<file path="src/hw/rtl/fpsqrt_pkg.sv">
// Package for the Q16.16 fixed-point square root core.
// Holds controller states, command and status structs, and algorithm constants.
// No dependencies.
package fpsqrt_pkg;

  localparam int unsigned ValueW = 32;
  localparam int unsigned RootW  = 25;

  // Operand bits that select the high starting probe
  localparam logic [ValueW-1:0] HighMask   = 32'hFFF0_0000;
  localparam logic [ValueW-1:0] ProbeHigh  = 32'h4000_0000;
  localparam logic [ValueW-1:0] ProbeLow   = 32'h0004_0000;
  localparam logic [ValueW-1:0] ProbePass2 = 32'h0000_4000;
  localparam logic [ValueW-1:0] RemLimit   = 32'h0000_FFFF;
  localparam logic [ValueW-1:0] HalfStep   = 32'h0000_8000;

  typedef enum logic [2:0] {
    StIdle,
    StAlign,
    StPass1,
    StRescale,
    StPass2,
    StRound,
    StDone
  } fpsqrt_state_e;

  // Commands from controller to datapath
  typedef struct packed {
    logic load;
    logic align;
    logic step;
    logic rescale;
    logic finish;
  } fpsqrt_cmd_t;

  // Status from datapath to controller
  typedef struct packed {
    logic probe_gt_rem;
    logic probe_zero;
  } fpsqrt_status_t;

endpackage

</file>
<file path="src/hw/rtl/fpsqrt_datapath.sv">
// Datapath of the square root core: remainder, root accumulator and probe registers.
// Depends on fpsqrt_pkg; driven by fpsqrt_ctrl through command and status structs.
module fpsqrt_datapath (
  input  logic                                clk_i,
  input  logic signed [fpsqrt_pkg::ValueW-1:0] value_i,
  input  fpsqrt_pkg::fpsqrt_cmd_t             cmd_i,
  output fpsqrt_pkg::fpsqrt_status_t          status_o,
  output logic signed [fpsqrt_pkg::RootW-1:0]  root_o
);
  import fpsqrt_pkg::*;

  logic [ValueW-1:0] rem_q, rem_d;
  logic [ValueW-1:0] acc_q, acc_d;
  logic [ValueW-1:0] probe_q, probe_d;
  logic              neg_q, neg_d;
  logic [RootW-1:0]  root_q, root_d;

  logic [ValueW-1:0] mag;
  logic [ValueW-1:0] trial;
  logic [ValueW-1:0] rem_adj;
  logic [ValueW-1:0] acc_rnd;

  // Magnitude of the operand, wrapping for the most negative value
  assign mag     = value_i[ValueW-1] ? (~value_i + 1'b1) : value_i;
  assign trial   = acc_q + probe_q;
  assign rem_adj = rem_q - acc_q;
  assign acc_rnd = (rem_q > acc_q) ? (acc_q + 1'b1) : acc_q;

  // Next values of the working registers
  always_comb begin
    rem_d   = rem_q;
    acc_d   = acc_q;
    probe_d = probe_q;
    neg_d   = neg_q;
    root_d  = root_q;
    priority if (cmd_i.load) begin
      rem_d   = mag;
      acc_d   = '0;
      neg_d   = value_i[ValueW-1];
      probe_d = ((mag & HighMask) != '0) ? ProbeHigh : ProbeLow;
    end else if (cmd_i.align) begin
      probe_d = probe_q >> 2;
    end else if (cmd_i.step) begin
      if (rem_q >= trial) begin
        rem_d = rem_q - trial;
        acc_d = (acc_q >> 1) + probe_q;
      end else begin
        acc_d = acc_q >> 1;
      end
      probe_d = probe_q >> 2;
    end else if (cmd_i.rescale) begin
      // Commit a half step when the remainder is too large to shift
      if (rem_q > RemLimit) begin
        rem_d = (rem_adj << 16) - HalfStep;
        acc_d = (acc_q << 16) + HalfStep;
      end else begin
        rem_d = rem_q << 16;
        acc_d = acc_q << 16;
      end
      probe_d = ProbePass2;
    end else if (cmd_i.finish) begin
      root_d = neg_q ? RootW'(~acc_rnd + 1'b1) : acc_rnd[RootW-1:0];
    end
  end

  // Hold the payload registers; no reset needed
  always_ff @(posedge clk_i) begin
    rem_q   <= rem_d;
    acc_q   <= acc_d;
    probe_q <= probe_d;
    neg_q   <= neg_d;
    root_q  <= root_d;
  end

  assign status_o.probe_gt_rem = probe_q > rem_q;
  assign status_o.probe_zero   = (probe_q == '0);
  assign root_o                = root_q;

endmodule

</file>
<file path="src/hw/rtl/fpsqrt_ctrl.sv">
// Controller state machine of the square root core.
// Depends on fpsqrt_pkg; sequences fpsqrt_datapath through the command struct.
module fpsqrt_ctrl (
  input  logic                        clk_i,
  input  logic                        rst_ni,
  input  logic                        start,
  output logic                        busy,
  output logic                        done_o,
  input  fpsqrt_pkg::fpsqrt_status_t  status_i,
  output fpsqrt_pkg::fpsqrt_cmd_t     cmd_o
);
  import fpsqrt_pkg::*;

  fpsqrt_state_e state_q, state_d;

  // Next state
  always_comb begin
    state_d = state_q;
    unique case (state_q)
      StIdle:    if (start) state_d = StAlign;
      StAlign:   if (!status_i.probe_gt_rem) state_d = StPass1;
      StPass1:   if (status_i.probe_zero) state_d = StRescale;
      StRescale: state_d = StPass2;
      StPass2:   if (status_i.probe_zero) state_d = StRound;
      StRound:   state_d = StDone;
      StDone:    state_d = StIdle;
      default:   state_d = StIdle;
    endcase
  end

  // Outputs and datapath commands
  always_comb begin
    cmd_o  = '0;
    busy   = 1'b1;
    done_o = 1'b0;
    unique case (state_q)
      StIdle: begin
        busy       = 1'b0;
        cmd_o.load = start;
      end
      StAlign:   cmd_o.align   = status_i.probe_gt_rem;
      StPass1:   cmd_o.step    = !status_i.probe_zero;
      StRescale: cmd_o.rescale = 1'b1;
      StPass2:   cmd_o.step    = !status_i.probe_zero;
      StRound:   cmd_o.finish  = 1'b1;
      StDone:    done_o        = 1'b1;
      default:   busy          = 1'b1;
    endcase
  end

  // Advance the state register
  always_ff @(posedge clk_i or negedge rst_ni) begin
    if (!rst_ni) begin
      state_q <= StIdle;
    end else begin
      state_q <= state_d;
    end
  end

  // Accepted operand makes the core busy on the next cycle
  a_accept_busy: assert property (@(posedge clk_i) disable iff (!rst_ni)
    (start && !busy) |=> busy) else $error("operand transfer did not start work");

  // Result strobe lasts one cycle and frees the core
  a_done_frees: assert property (@(posedge clk_i) disable iff (!rst_ni)
    done_o |=> (!done_o && !busy)) else $error("result strobe not followed by idle");

  // Result strobe only follows the rounding step
  a_done_after_round: assert property (@(posedge clk_i) disable iff (!rst_ni)
    $rose(done_o) |-> $past(cmd_o.finish)) else $error("result strobe without rounding");

  // Only one command at a time reaches the datapath
  a_cmd_onehot: assert property (@(posedge clk_i) disable iff (!rst_ni)
    $onehot0(cmd_o)) else $error("conflicting datapath commands");

endmodule

</file>
<file path="src/hw/rtl/fixed_point_square_root_core.sv">
// Q16.16 square root core: rounded root of the operand magnitude, sign copied.
// Sequence: after the start transfer the probe is aligned, then the restoring root loop
// runs (one probe position per cycle, plus 8 low bits), then the root is rounded and strobed.
// Throughput: one operand at a time; a new start is taken the cycle after the strobe.
// Reset: asynchronous active-low rst_ni returns the controller to idle.
// Results are strobed for one cycle; the receiver cannot stall.
module fixed_point_square_root_core (
  input  logic                                clk_i,
  input  logic                                rst_ni,
  input  logic                                start,
  output logic                                busy,
  input  logic signed [fpsqrt_pkg::ValueW-1:0] value_i,
  output logic                                done_o,
  output logic signed [fpsqrt_pkg::RootW-1:0]  root_o
);
  import fpsqrt_pkg::*;

  fpsqrt_cmd_t    cmd;
  fpsqrt_status_t status;

  fpsqrt_ctrl u_ctrl (
    .clk_i    (clk_i),
    .rst_ni   (rst_ni),
    .start    (start),
    .busy     (busy),
    .done_o   (done_o),
    .status_i (status),
    .cmd_o    (cmd)
  );

  fpsqrt_datapath u_datapath (
    .clk_i    (clk_i),
    .value_i  (value_i),
    .cmd_i    (cmd),
    .status_o (status),
    .root_o   (root_o)
  );

endmodule

</file>
<file path="config.mk">
export PLATFORM = sky130hd
export DESIGN_NAME = fixed_point_square_root_core
export DESIGN_NICKNAME = d
export VERILOG_FILES = /design/src/hw/rtl/fpsqrt_pkg.sv /design/src/hw/rtl/fpsqrt_datapath.sv /design/src/hw/rtl/fpsqrt_ctrl.sv /design/src/hw/rtl/fixed_point_square_root_core.sv
export SDC_FILE = /design/constraint.sdc
export NUM_CORES = 1
export LEC_CHECK = 0
export BUFFER_PORTS_ARGS = -buffer_cell sky130_fd_sc_hd__buf_2
export CORE_UTILIZATION = 58
export CTS_BUF_LIST = sky130_fd_sc_hd__clkbuf_8
export CTS_CLUSTER_SIZE = 8
export DETAILED_ROUTE_END_ITERATION = 7
export PLACE_DENSITY = 0.76
export SETUP_SLACK_MARGIN = 0.02
export SYNTH_ARGS = -nofsm -noshare
export SYNTH_HDL_FRONTEND = slang
export SYNTH_SLANG_ARGS = --single-unit
</file>
<file path="constraint.sdc">
create_clock -name clk_i -period 18.1 [get_ports clk_i]
set_clock_uncertainty 0.1 [all_clocks]
set_input_delay 3.62 -clock clk_i [delete_from_list [all_inputs] [get_ports clk_i]]
set_output_delay 3.62 -clock clk_i [all_outputs]
set_load 0.005 [all_outputs]
</file>
==> results.txt <==
----------------------------------------------------
[Outcome]
  Run status ... complete, no violations

[Clocking]
  TritonCTS clock tree ... built
  Setup Buffers After CTS ... 0
  Clk pin slew, worst setup/hold paths ... ~0.13 ns
  Clock tree buffer depth ... 2
  Cell chosen for the clock root ... sky130_fd_sc_hd__clkbuf_8
  Post_cts resized ... 0
  TritonCTS Buffers ... 9
  H-Tree Depth ... 3
  Clock insertion delay at the later pin of the skew report ... about 0.42 ns
  CTS Hold Bufs ... 0
  Number of clock sinks seen by CTS ... 109

[Layout]
  Flip-flop and latch area ... 2940 um2
  Fill cells ... 1845
  Antenna cells ... 0
  Final core utilization ... 0.628
  Share of layout cells above drive strength 1 ... 0.0800
  Number of nets in the layout ... 1700
  Multi-input combinational cell area ... 8670 um2
  Synthesis-to-layout area growth ... 5.09%

[Synth]
  Number of nets produced by synthesis ... approximately 1700
  Post-synthesis instance total ... roughly 1500
  Number of enable-type register cells in the synthesized netlist ... 74
  Average cell area after synthesis ... 7.95 um2
  Asr flop ratio synth ... 0.0275
  Synthesis warning total ... 0
  Register bit total from synthesis ... roughly 110
  Area of the mapped netlist ... 12200 um2
  Ys flop type ... sky130_fd_sc_hd__edfxtp_1
  Register area share after synthesis ... 0.241
  Unique masters post-synth ... 80

[Worst hold path]
  Worst Hold Launch ... u_datapath.acc_q[31]
  Hold Crit Class ... reg -> reg
  Hold Crit Endpoint ... u_datapath.acc_q[31]
  Hold Path Cell Cnt ... 2

[Timing]
  Maximum achievable frequency ... 0.157 GHz
  Final setup TNS ... 0 ns
  Period minus WS final ... 6.35 ns
  Setup repair after global routing missed its margin ... no
  Minimum hold slack ... 0.485 ns
  Final-report max-slew violation count ... 0
  Final count of negative-setup-slack endpoints ... 0
  Worst-margin pin slew ... slightly above 1 ns
  Final Hold Vio Count ... 0
  Period Utilization, post-route ... 0.351
  Fin worst setup slack ... 11.75 ns
  Worst rel slew slack ... 0.310

[Global routing]
  First-pass GRT wire length ... 58.1 mm
  Initial antenna violation count ... 0
  GRT overflow ... 0
  Maximum number of pins on one net before global-route repair ... 52
  All-Layer GR Usage ... 0.341
  Number of global-route vias before repair ... around 11000

[Detailed routing]
  Topmost layer with routed signal wires ... met4
  Post-route DRC ... 0
  Vias after detailed routing ... 11764
  WL per Instance ... 20.0 um
  Wire length on met2 ... 16.3 mm
  Vias per std cell ... 6.46
  Iter 0 DRT Violations ... 1060
  Iteration count of the initial detailed-routing pass ... 5
  Routed wire length ... around 36 mm
  Routed length on met3 ... 2.48 mm
  Antenna-violating nets left ... 0
  Met1 WL ... 16.2 mm

[Worst setup path]
  Worst r2r src ... u_datapath.acc_q[2]
  Data required time at the worst endpoint ... 18.07 ns
  Kind of end point of the critical path ... flop
  Crit Path Max Fanout ... 46
  Kind of start point of the critical path ... flop
  Worst-case reg-to-reg path depth ... 19
  Data arrival, critical path ... ~6.3 ns
  Reg2Reg Setup Slack ... 11.75 ns
  Worst r2r dst ... u_datapath.rem_q[16]
  Category of the most critical setup path ... reg -> reg

[Die]
  Number of rows in the core area ... 52
  Starting density of the core ... 0.598
  Die footprint ... 21600 um2
  DIE WIDTH ... 147 um
  Io pins ... 62
  Area of the core ... 20400 um2
  Overall die height ... ~150 um

[Job]
  Max capacitance violation total ... 0

[Place]
  Number of buffers inserted by port buffering ... ~60
  HPWL after DPL ... 28.4 mm
  Worst slack, placed ... 11.33 ns
  Final weighted congestion in routability-driven placement ... 1.03

----------------------------------------------------
==> logic make-up (layout without fill, tap and decap cells) <==
| kind of cell | Yosys count | after routing | share of synthesized area |
|---|---|---|---|
| and+or+nand+nor | 501 | 501 | 0.204 |
| AOI/OAI and AO/OA | 443 | 443 | 0.232 |
| xor gates and xnor gates | 189 | 189 | 0.137 |
| buffers and inverters | 160 | 174 | 0.0512 |
| adders and majority gates | 120 | 120 | 0.124 |
| DFF | 109 | 109 | 0.241 |
| muxes | 14 | 14 | 0.0118 |
==> cell usage in the layout (no fill, tap or decap), types with 23 or more instances in the layout <==
cell type,count
sky130_fd_sc_hd__nor2_1,116
sky130_fd_sc_hd__a31oi_1,49
sky130_fd_sc_hd__nand3_1,53
sky130_fd_sc_hd__ha_1,118
sky130_fd_sc_hd__nand2_1,140
sky130_fd_sc_hd__nor3_1,40
sky130_fd_sc_hd__xnor2_1,117
sky130_fd_sc_hd__xor2_1,71
sky130_fd_sc_hd__nand4_1,23
sky130_fd_sc_hd__buf_2,61
sky130_fd_sc_hd__nor4_1,23
sky130_fd_sc_hd__nor2b_1,25
sky130_fd_sc_hd__a21oi_1,107
sky130_fd_sc_hd__a211oi_1,23
sky130_fd_sc_hd__inv_1,81
sky130_fd_sc_hd__dfxtp_1,32
sky130_fd_sc_hd__edfxtp_1,74
sky130_fd_sc_hd__o21ai_0,95
==> sequential cells by signal, summed over array words and instances (netlist names) <==
register / flops
u_datapath.acc_q: 32
u_ctrl.state_q: 3
u_datapath.probe_q: 16
u_datapath.rem_q: 32
u_datapath.neg_q: 1
u_datapath.root_o: 25
==> synth_stat cells, types with 4 or more instances <==
cell | count | area [um2]
sky130_fd_sc_hd__a211o_1 | 4 | 35.0
sky130_fd_sc_hd__a211oi_1 | 24 | 180
sky130_fd_sc_hd__a21o_1 | 18 | 135
sky130_fd_sc_hd__a21oi_1 | 107 | 536
sky130_fd_sc_hd__a31o_2 | 11 | 96.3
sky130_fd_sc_hd__a31oi_1 | 50 | 313
sky130_fd_sc_hd__and2_1 | 6 | 37.5
sky130_fd_sc_hd__and3_1 | 12 | 75.1
sky130_fd_sc_hd__and4_1 | 7 | 61.3
sky130_fd_sc_hd__buf_1 | 7 | 26.3
sky130_fd_sc_hd__buf_2 | 14 | 70.1
sky130_fd_sc_hd__clkbuf_1 | 50 | 188
sky130_fd_sc_hd__clkinv_1 | 6 | 22.5
sky130_fd_sc_hd__dfxtp_1 | 32 | 641
sky130_fd_sc_hd__edfxtp_1 | 74 | 2220
sky130_fd_sc_hd__ha_1 | 118 | 1480
sky130_fd_sc_hd__inv_1 | 80 | 300
sky130_fd_sc_hd__mux2i_1 | 11 | 110
sky130_fd_sc_hd__nand2_1 | 140 | 526
sky130_fd_sc_hd__nand2b_1 | 9 | 56.3
sky130_fd_sc_hd__nand3_1 | 53 | 265
sky130_fd_sc_hd__nand3b_1 | 4 | 30.0
sky130_fd_sc_hd__nand4_1 | 23 | 144
sky130_fd_sc_hd__nor2_1 | 116 | 435
sky130_fd_sc_hd__nor2b_1 | 25 | 156
sky130_fd_sc_hd__nor3_1 | 41 | 205
sky130_fd_sc_hd__nor3b_1 | 4 | 30.0
sky130_fd_sc_hd__nor4_1 | 23 | 144
sky130_fd_sc_hd__o2111ai_1 | 7 | 61.3
sky130_fd_sc_hd__o211ai_1 | 22 | 165
sky130_fd_sc_hd__o21a_1 | 7 | 52.6
sky130_fd_sc_hd__o21ai_0 | 96 | 480
sky130_fd_sc_hd__o21ai_1 | 4 | 20.0
sky130_fd_sc_hd__o21bai_1 | 15 | 113
sky130_fd_sc_hd__o221ai_1 | 6 | 52.6
sky130_fd_sc_hd__o22ai_1 | 18 | 113
sky130_fd_sc_hd__o31ai_1 | 19 | 143
sky130_fd_sc_hd__o41ai_1 | 4 | 35.0
sky130_fd_sc_hd__or2_2 | 4 | 25.0
sky130_fd_sc_hd__or3_1 | 12 | 75.1
sky130_fd_sc_hd__xnor2_1 | 117 | 1020
sky130_fd_sc_hd__xor2_1 | 71 | 622
==> critical path, cell delays in order, from the launching register on <==
cell and delay (ns):
sky130_fd_sc_hd__dfxtp_1 0.63, sky130_fd_sc_hd__ha_1 0.36, sky130_fd_sc_hd__a31oi_1 0.27, sky130_fd_sc_hd__o21bai_1 0.14, sky130_fd_sc_hd__a31oi_1 0.33, sky130_fd_sc_hd__o21ai_0 0.29
sky130_fd_sc_hd__a31oi_1 0.38, sky130_fd_sc_hd__o21bai_1 0.15, sky130_fd_sc_hd__a31oi_1 0.22, sky130_fd_sc_hd__xnor2_1 0.11, sky130_fd_sc_hd__ha_1 0.46, sky130_fd_sc_hd__a21o_1 0.20
sky130_fd_sc_hd__a21o_1 0.12, sky130_fd_sc_hd__a21o_1 0.11, sky130_fd_sc_hd__a211oi_1 0.08, sky130_fd_sc_hd__o311ai_0 0.41, sky130_fd_sc_hd__o221a_2 0.89, sky130_fd_sc_hd__nor2_1 0.15
sky130_fd_sc_hd__o21ai_2 0.16, sky130_fd_sc_hd__buf_4 0.39
==> worst max-delay path by stage <==
stage | from | end | slack [ns] | cells past startpoint
3_5_place_dp | value_i[8] | u_datapath.probe_q[18] | 11.33 | 10
5_1_grt | u_datapath.acc_q[2] | u_datapath.rem_q[16] | 11.11 | 19
3_3_place_gp | value_i[8] | u_datapath.probe_q[18] | 11.38 | 10
2_1_floorplan | u_datapath.probe_q[2] | u_datapath.rem_q[0] | 10.91 | 21
4_1_cts | value_i[8] | u_datapath.probe_q[18] | 11.78 | 10
6_report | u_datapath.acc_q[2] | u_datapath.rem_q[16] | 11.75 | 19
==> final cells by class <==
class / instances / area share
inverter: 87 / 0.0254
clock buffer: 9 / 0.00965
tap: 270 / 0.0263
multi-input combinational: 1267 / 0.675
sequential: 109 / 0.229
timing repair buffer: 71 / 0.0296
clock inverter: 7 / 0.00458
==> routing by layer <==
layer  GRT usage  vias up
met5           0        -
met4       0.160        0
met3      0.0345       76
met2       0.540      505
met1       0.467     5506
li1            -     5677
==> per-stage QoR <==
stage          cell area [um2]  cells
2_1_floorplan            12200   1536
3_3_place_gp             12600   1804
3_5_place_dp             12600   1804
4_1_cts                  12800   1820
5_1_grt                  12800   1820
6_report                 12800   1820
Power is not shown: default switching activity piles up to over one toggle a cycle in this logic, so the estimate is an artifact.
